`src/cbpg_pkg.sv`:
```
// Cubic Bezier point generator: shared types and fixed constants.
// Used by cbpg_div and cubic_bezier_point_generator_top.
package cbpg_pkg;

    localparam int COORD_W   = 16;
    localparam int CNT_W     = 7;
    localparam int IDX_W     = 6;
    localparam int DEN_W     = 18;
    localparam int NUM_W     = 22;
    localparam int MAG_W     = 21;
    localparam int STEP_BITS = 4;
    localparam int RESULT_CAP = 64;

    typedef struct packed {
        logic signed [COORD_W-1:0] p0_x;
        logic signed [COORD_W-1:0] p0_y;
        logic signed [COORD_W-1:0] p1_x;
        logic signed [COORD_W-1:0] p1_y;
        logic signed [COORD_W-1:0] p2_x;
        logic signed [COORD_W-1:0] p2_y;
        logic signed [COORD_W-1:0] p3_x;
        logic signed [COORD_W-1:0] p3_y;
        logic [CNT_W-1:0]          point_count;
    } t_in;

    typedef struct packed {
        logic signed [COORD_W-1:0] pt_x;
        logic signed [COORD_W-1:0] pt_y;
        logic [IDX_W-1:0]          pt_index;
        logic                      last_point;
    } t_out;

endpackage

```
`src/cbpg_div.sv`:
```
// Iterative restoring divider, STEP_BITS quotient bits per cycle.
// Computes round(mag * 2^SHIFT / den) with halves away from zero, then applies the sign.
// Depends on cbpg_pkg.
module cbpg_div import cbpg_pkg::*; #(
    parameter int SHIFT  = 28,
    parameter int DIVD_W = 52
) (
    input  logic                i_clk,
    input  logic                i_rst_n,
    input  logic                i_start,
    input  logic [MAG_W-1:0]    i_mag,
    input  logic                i_neg,
    input  logic [DEN_W-1:0]    i_den,
    output logic                o_done,
    output logic signed [DIVD_W:0] o_quot
);

    localparam int CYC   = DIVD_W / STEP_BITS;
    localparam int CYC_W = $clog2(CYC + 1);

    logic [DIVD_W-1:0] r_dvd;
    logic [DEN_W:0]    r_rem;
    logic [DEN_W-1:0]  r_den;
    logic              r_neg;
    logic [CYC_W-1:0]  r_cnt;
    logic              r_done;
    logic [DIVD_W-1:0] n_dvd;
    logic [DEN_W:0]    n_rem;

    always_comb begin
        logic [DIVD_W-1:0] dvd;
        logic [DEN_W:0]    rem;
        dvd = r_dvd;
        rem = r_rem;
        for (int i = 0; i < STEP_BITS; i++) begin
            rem = {rem[DEN_W-1:0], dvd[DIVD_W-1]};
            dvd = {dvd[DIVD_W-2:0], 1'b0};
            if (rem >= {1'b0, r_den}) begin
                rem    = rem - {1'b0, r_den};
                dvd[0] = 1'b1;
            end
        end
        n_dvd = dvd;
        n_rem = rem;
    end

    always_ff @(posedge i_clk) begin
        if (!i_rst_n) begin
            r_cnt  <= '0;
            r_done <= 1'b0;
        end else begin
            r_done <= 1'b0;
            if (i_start) begin
                r_dvd <= (DIVD_W'(i_mag) << SHIFT) + DIVD_W'(i_den >> 1);
                r_rem <= '0;
                r_den <= i_den;
                r_neg <= i_neg;
                r_cnt <= CYC_W'(CYC);
            end else if (r_cnt != '0) begin
                r_dvd <= n_dvd;
                r_rem <= n_rem;
                r_cnt <= r_cnt - CYC_W'(1);
                r_done <= (r_cnt == CYC_W'(1));
            end
        end
    end

    assign o_done = r_done;
    assign o_quot = r_neg ? -$signed({1'b0, r_dvd}) : $signed({1'b0, r_dvd});

endmodule

```
`src/cubic_bezier_point_generator_top.sv`:
```
// Cubic Bezier point generator by forward differencing, top level.
// Depends on cbpg_pkg and cbpg_div.
//
// Raise start with a curve while busy is low; busy stays high until the last point has
// been issued. The block squares and cubes the step count, then runs eight scaled
// divisions on one shared divider, and then walks the curve at one point per cycle.
// A count of one skips setup, a count of zero returns at once. Each point appears on
// o_out for one cycle with o_valid high and must be taken then: there is no
// backpressure. The last point carries last_point and is the walked value.
module cubic_bezier_point_generator_top import cbpg_pkg::*; #(
    parameter int MAX_POINTS = 64,
    parameter int FRAC_BITS  = 32
) (
    input  logic i_clk,
    input  logic i_rst_n,
    input  logic start,
    output logic busy,
    input  t_in  i_in,
    output logic o_valid,
    output t_out o_out
);

    localparam int SHIFT  = FRAC_BITS - 4;
    localparam int ACC_W  = FRAC_BITS + 24;
    localparam int DIVD_W = ((SHIFT + MAG_W + STEP_BITS - 1) / STEP_BITS) * STEP_BITS;
    localparam int CAP_I  = (MAX_POINTS < RESULT_CAP) ? MAX_POINTS : RESULT_CAP;
    localparam logic [CNT_W-1:0] CAP_N = CNT_W'(CAP_I);

    localparam logic [1:0] Q_FD  = 2'd0;
    localparam logic [1:0] Q_SDH = 2'd1;
    localparam logic [1:0] Q_TDH = 2'd2;
    localparam logic [1:0] Q_TS  = 2'd3;
    localparam logic [2:0] JOB_LAST = 3'd7;

    typedef enum logic [2:0] {
        ST_IDLE, ST_DEN2, ST_DEN3, ST_LOAD, ST_WAIT, ST_WALK
    } t_state;

    t_state r_state;
    t_in    r_in;
    logic [IDX_W-1:0]   r_d;
    logic [2*IDX_W-1:0] r_den2;
    logic [DEN_W-1:0]   r_den3;
    logic [2:0]         r_job;
    logic signed [ACC_W-1:0] r_pos [2];
    logic signed [ACC_W-1:0] r_fd  [2];
    logic signed [ACC_W-1:0] r_sdh [2];
    logic signed [ACC_W-1:0] r_tdh [2];
    logic signed [ACC_W-1:0] r_ts  [2];
    logic [IDX_W-1:0]   r_k;
    logic [CNT_W-1:0]   r_left;
    logic               r_valid;
    t_out               r_out;

    logic [CNT_W-1:0]    n_cnt;
    logic signed [NUM_W-1:0] n_num;
    logic [MAG_W-1:0]    n_mag;
    logic                n_neg;
    logic [DEN_W-1:0]    n_den;
    logic                div_start;
    logic                div_done;
    logic signed [DIVD_W:0] div_quot;
    logic signed [ACC_W-1:0] quot_ext;

    function automatic logic signed [COORD_W-1:0] round_sat(input logic signed [ACC_W-1:0] v);
        logic signed [ACC_W-1:0] w;
        logic signed [ACC_W-1:0] q;
        w = v + (ACC_W'(1) <<< (SHIFT - 1));
        q = w >>> SHIFT;
        if (q > ACC_W'(32767)) begin
            round_sat = 16'sh7FFF;
        end else if (q < -ACC_W'(32768)) begin
            round_sat = 16'sh8000;
        end else begin
            round_sat = q[COORD_W-1:0];
        end
    endfunction

    assign busy = (r_state != ST_IDLE);
    assign n_cnt = (i_in.point_count > CAP_N) ? CAP_N : i_in.point_count;

    always_comb begin
        logic signed [NUM_W-1:0] e0, e1, e2, e3, a, b, t, cub;
        e0 = r_job[0] ? NUM_W'(r_in.p0_y) : NUM_W'(r_in.p0_x);
        e1 = r_job[0] ? NUM_W'(r_in.p1_y) : NUM_W'(r_in.p1_x);
        e2 = r_job[0] ? NUM_W'(r_in.p2_y) : NUM_W'(r_in.p2_x);
        e3 = r_job[0] ? NUM_W'(r_in.p3_y) : NUM_W'(r_in.p3_x);
        a   = e1 - e0;
        b   = e0 - (e1 <<< 1) + e2;
        t   = e1 - e2;
        cub = t + (t <<< 1) + e3 - e0;
        case (r_job[2:1])
            Q_FD: begin
                n_num = a + (a <<< 1);
                n_den = DEN_W'(r_d);
            end
            Q_SDH: begin
                n_num = b + (b <<< 1);
                n_den = DEN_W'(r_den2);
            end
            Q_TDH: begin
                n_num = cub + (cub <<< 1);
                n_den = r_den3;
            end
            default: begin
                n_num = cub;
                n_den = r_den3;
            end
        endcase
        n_neg = n_num[NUM_W-1];
        n_mag = n_neg ? MAG_W'(-n_num) : MAG_W'(n_num);
    end

    assign div_start = (r_state == ST_LOAD);
    assign quot_ext  = ACC_W'(div_quot);

    cbpg_div #(
        .SHIFT  (SHIFT),
        .DIVD_W (DIVD_W)
    ) u_div (
        .i_clk   (i_clk),
        .i_rst_n (i_rst_n),
        .i_start (div_start),
        .i_mag   (n_mag),
        .i_neg   (n_neg),
        .i_den   (n_den),
        .o_done  (div_done),
        .o_quot  (div_quot)
    );

    always_ff @(posedge i_clk) begin
        if (!i_rst_n) begin
            r_state <= ST_IDLE;
            r_valid <= 1'b0;
            r_job   <= '0;
            r_left  <= '0;
            r_k     <= '0;
        end else begin
            r_valid <= 1'b0;
            case (r_state)
                ST_IDLE: begin
                    if (start && n_cnt != '0) begin
                        r_in   <= i_in;
                        r_d    <= IDX_W'(n_cnt - CNT_W'(1));
                        r_left <= n_cnt;
                        r_k    <= '0;
                        r_job  <= '0;
                        r_pos[0] <= ACC_W'(i_in.p0_x) <<< SHIFT;
                        r_pos[1] <= ACC_W'(i_in.p0_y) <<< SHIFT;
                        for (int i = 0; i < 2; i++) begin
                            r_fd[i]  <= '0;
                            r_sdh[i] <= '0;
                            r_tdh[i] <= '0;
                            r_ts[i]  <= '0;
                        end
                        r_state <= (n_cnt == CNT_W'(1)) ? ST_WALK : ST_DEN2;
                    end
                end
                ST_DEN2: begin
                    r_den2  <= (2*IDX_W)'(r_d) * (2*IDX_W)'(r_d);
                    r_state <= ST_DEN3;
                end
                ST_DEN3: begin
                    r_den3  <= DEN_W'(r_den2) * DEN_W'(r_d);
                    r_state <= ST_LOAD;
                end
                ST_LOAD: begin
                    r_state <= ST_WAIT;
                end
                ST_WAIT: begin
                    if (div_done) begin
                        case (r_job[2:1])
                            Q_FD:    r_fd[r_job[0]]  <= quot_ext;
                            Q_SDH:   r_sdh[r_job[0]] <= quot_ext;
                            Q_TDH:   r_tdh[r_job[0]] <= quot_ext;
                            Q_TS:    r_ts[r_job[0]]  <= quot_ext;
                            default: ;
                        endcase
                        r_job   <= r_job + 3'd1;
                        r_state <= (r_job == JOB_LAST) ? ST_WALK : ST_LOAD;
                    end
                end
                ST_WALK: begin
                    r_valid          <= 1'b1;
                    r_out.pt_x       <= round_sat(r_pos[0]);
                    r_out.pt_y       <= round_sat(r_pos[1]);
                    r_out.pt_index   <= r_k;
                    r_out.last_point <= (r_left == CNT_W'(1));
                    for (int i = 0; i < 2; i++) begin
                        r_pos[i] <= r_pos[i] + r_fd[i] + r_sdh[i] + r_ts[i];
                        r_fd[i]  <= r_fd[i] + (r_sdh[i] <<< 1) + r_tdh[i];
                        r_sdh[i] <= r_sdh[i] + r_tdh[i];
                    end
                    r_k    <= r_k + IDX_W'(1);
                    r_left <= r_left - CNT_W'(1);
                    if (r_left == CNT_W'(1)) begin
                        r_state <= ST_IDLE;
                    end
                end
                default: begin
                    r_state <= ST_IDLE;
                end
            endcase
        end
    end

    assign o_valid = r_valid;
    assign o_out   = r_out;

endmodule

```
`config.mk`:
```
export PLATFORM = sky130hd
export DESIGN_NAME = cubic_bezier_point_generator_top
export DESIGN_NICKNAME = d
export VERILOG_FILES = /design/src/cbpg_pkg.sv /design/src/cbpg_div.sv /design/src/cubic_bezier_point_generator_top.sv
export SDC_FILE = /design/constraint.sdc
export NUM_CORES = 2
export LEC_CHECK = 0
export ABC_AREA = 1
export BUFFER_PORTS_ARGS = -buffer_cell sky130_fd_sc_hd__buf_4
export CAP_MARGIN = 40
export CORE_UTILIZATION = 55
export CTS_BUF_LIST = sky130_fd_sc_hd__clkbuf_8
export CTS_CLUSTER_DIAMETER = 100
export CTS_CLUSTER_SIZE = 16
export DETAILED_ROUTE_END_ITERATION = 16
export PLACE_DENSITY = 0.81
export SYNTH_ARGS = -nofsm -noshare
export SYNTH_HDL_FRONTEND = slang
export SYNTH_SLANG_ARGS = --single-unit
```
`constraint.sdc`:
```
create_clock -name i_clk -period 12.4 [get_ports i_clk]
set_clock_uncertainty 0.2 [all_clocks]
set_input_delay 1.86 -clock i_clk [delete_from_list [all_inputs] [get_ports i_clk]]
set_output_delay 1.86 -clock i_clk [all_outputs]
set_load 0.01 [all_outputs]
```
==> flow_metrics.env <==
export IMPL_setup_worst_path_class="reg2reg"
export IMPL_synth_top_area_share_pct=32.5
export IMPL_detail_route_iter0_violations=7645
export IMPL_synth_edf_count=839
export IMPL_postSynthAreaPerCell_um2=8.19
export IMPL_synth_warnings=0
export IMPL_viasPerCell=6.00
export IMPL_grt_max_degree=147
export IMPL_synth_largest_area_cell="edfxtp_1"
export IMPL_hpwlAfterDp_mm=203
export IMPL_max_clock_path_buffers=3
export IMPL_slowest_delay_ps=510
export IMPL_worstPathRequired_ps=12880
export IMPL_io_pins=179
export IMPL_min_path_cells=0
export IMPL_r2r_slack_ps=2820
export IMPL_grt_pass1_wl_mm=390
export IMPL_critPathLaunchType="flop"
export IMPL_rsz0062_at_grt="false"
export IMPL_cp_data_arrival_time_ps=10060
export IMPL_fin_nets=10800
export IMPL_cts_setup_buffers=0
export IMPL_globalplace_congestion=1.04
export IMPL_ff2ff_path_depth=47
export IMPL_clk_latency_ps=930
export IMPL_synth_area_leaders="edfxtp_1 (32%), fa_1 (11%), nand2_1 (10%), ha_1 (9.5%), inv_1 (6.0%)"
export IMPL_hold_start="r_k[5]"
export IMPL_ys_flop_type="edfxtp_1"
export IMPL_yosysMostFrequentCell="nand2_1"
export IMPL_grt_util_all_layers_pct=35.6
export IMPL_path_max_fanout=25
export IMPL_syn_inst=9465
export IMPL_endpoint_kind="flop"
export IMPL_synth_ff_latch_count=864
export IMPL_maxSlewViolCount=0
export IMPL_cts_resized_gates=0
export IMPL_min_period_over_period_pct=77.2
export IMPL_synth_commonest_cells="nand2_1 (2124), inv_1 (1233), nor2_1 (945)"
export IMPL_max_cap_violations=0
export IMPL_reg2reg_from="u_div.r_den[1]"
export IMPL_hold_violations=0
export IMPL_status="completed"
export IMPL_area_delta_synth_final_pct=6.56
export IMPL_die_width_um=377
export IMPL_cts_clk_slew_worst_paths_ps=110
export IMPL_wl_per_cell_um=22.1
export IMPL_wl_met1_mm=101
export IMPL_grt_pass1_vias=67400
export IMPL_cts_root_buffer="clkbuf_8"
export IMPL_fin_crit_ps=9580
export IMPL_ys_seq_area_share_pct=33.1
export IMPL_met2_length_mm=115
export IMPL_postCtsHoldBufs=0
export IMPL_die_area_mm2=0.142
export IMPL_holdPathEnd="o_out[6]"
export IMPL_clock_fmax_mhz=104
export IMPL_wl_met3_mm=24.1
export IMPL_hold_class="reg2reg"
export IMPL_vias=69300
export IMPL_slew_headroom_pct=29.1
export IMPL_port_buffers=178
export IMPL_antenna_found_initial=6
export IMPL_die_y_um=377
export IMPL_r2r_end="u_div.r_rem[16]"
export IMPL_ys_types=75
export IMPL_tns_ps=0
export IMPL_first_pass_iters=6
export IMPL_top_layer_used="met4"
export IMPL_postRouteAntennaNets=0
export IMPL_async_flop_share_pct=0
export IMPL_cts_made_buffers=61
export IMPL_cts_tree="done"
export IMPL_cp_common_cell="nand2_1"
export IMPL_core_area_mm2=0.140
export IMPL_synth_fp_nets=10600
export IMPL_drive_gt1_share_pct=4.90
export IMPL_wl_mm=255
export IMPL_crit_slowest_cell="edfxtp_1"
export IMPL_setup_viol=0
export IMPL_num_rows=137
export IMPL_worstMarginPinSlew_ps=1060
export IMPL_syn_area_mm2=0.0775
export IMPL_start_util_pct=55.5
export IMPL_drc=0
export IMPL_clock_sinks=864
export IMPL_htree_levels=2
export IMPL_overflow=0
-- how the worst max path moves through the flow --
stage	slack [ps]	to	cells past startpoint	from
floorplan	860	r_tdh[0][0]	12	i_in[5]
global placement	3260	u_div.r_dvd[0]	46	u_div.r_den[1]
CTS	2980	u_div.r_rem[16]	47	u_div.r_den[1]
finish	2820	u_div.r_rem[16]	47	u_div.r_den[1]
detailed placement	3040	u_div.r_dvd[0]	46	u_div.r_den[1]
global route	1930	u_div.r_rem[12]	50	u_div.r_den[1]
-- state kept, by name, indices dropped and copies added, names as in the netlist, 39 cells and up --
| signal | flops |
|---|---|
| r_sdh | 112 |
| r_ts | 106 |
| r_tdh | 106 |
| r_pos | 112 |
| r_in | 128 |
| r_fd | 112 |
| o_out | 39 |
| u_div.r_dvd | 52 |
-- metal layers --
metal	vias to the layer above	track usage, %
li1	32200	-
met1	32800	46.4
met2	3536	57.5
met3	650	5.96
met4	0	17.6
met5	-	0
-- worst max-delay path, delay by kind of cell, from the launching register on --
| kind | cells | cell delay (ps) |
|---|---|---|
| and+or+nand+nor | 26 | 3710 |
| adders and majority gates | 4 | 1540 |
| AOI/OAI and AO/OA | 11 | 2350 |
| buffers and inverters | 6 | 1130 |
| DFF | 1 | 510 |
-- cell families after synthesis --
| group | count (synthesis) | share of synthesized area (%) |
|---|---|---|
| and+or+nand+nor | 3850 | 20.6 |
| xor gates and xnor gates | 366 | 4.14 |
| DFF | 864 | 33.1 |
| adders and majority gates | 1031 | 20.9 |
| AOI/OAI and AO/OA | 1914 | 13.9 |
| buffers and inverters | 1408 | 6.94 |
| muxes | 32 | 0.415 |
-- per-stage QoR --
stage	hold slack, ps	instances	utilization, %	cell area, um2	setup WS [ps]
5_1_grt	282	11500	59.1	82600	1930
3_3_place_gp	216	11400	58.1	81200	3260
6_report	266	11500	59.1	82600	2820
4_1_cts	252	11500	59.1	82600	2980
2_1_floorplan	208	9465	-	77500	865
3_5_place_dp	227	11400	58.4	81500	3040
-- area by class of cell --
cell class                 instances  area (um2)
timing repair buffer             261        2150
sequential                       864       25700
clock buffer                      62         853
antenna                            3        7.51
multi-input combinational       7193       46600
clock inverter                    42         245
fill                           12500       57100
inverter                        1247        4700
tap                             1876        2350
-- layout by cell type (no fill, tap or decap), types with 9 or more instances in the layout --
cell type | synthesis | routed
fa_1 | 442 | 442
o21ai_2 | 11 | 12
a211oi_1 | 13 | 13
inv_2 | 9 | 9
inv_1 | 1233 | 1265
a21oi_1 | 744 | 742
and3_1 | 14 | 14
and2_1 | 20 | 20
o21a_1 | 39 | 39
nor3_1 | 90 | 90
dfxtp_1 | 25 | 24
a21o_1 | 82 | 82
o31ai_1 | 16 | 16
ha_1 | 589 | 589
mux2i_1 | 31 | 30
nand4_1 | 118 | 118
o21ai_1 | 22 | 25
nand2_1 | 2124 | 2116
o22ai_1 | 103 | 103
buf_4 | 6 | 236
a21boi_0 | 29 | 29
o21ai_0 | 629 | 625
a221oi_1 | 9 | 9
o221ai_1 | 15 | 15
nand3_1 | 388 | 388
nand3b_1 | 30 | 30
edfxtp_1 | 839 | 839
nand2_2 | 7 | 11
o21bai_1 | 40 | 40
a31oi_1 | 86 | 86
or2_2 | 45 | 45
nor4_1 | 39 | 38
clkbuf_8 | 0 | 62
xor2_1 | 228 | 221
o211ai_1 | 24 | 24
nor2_1 | 945 | 941
o32ai_1 | 10 | 10
xnor2_1 | 137 | 135
Power is not shown: default switching activity piles up to over one toggle a cycle in this logic, so the estimate is an artifact.
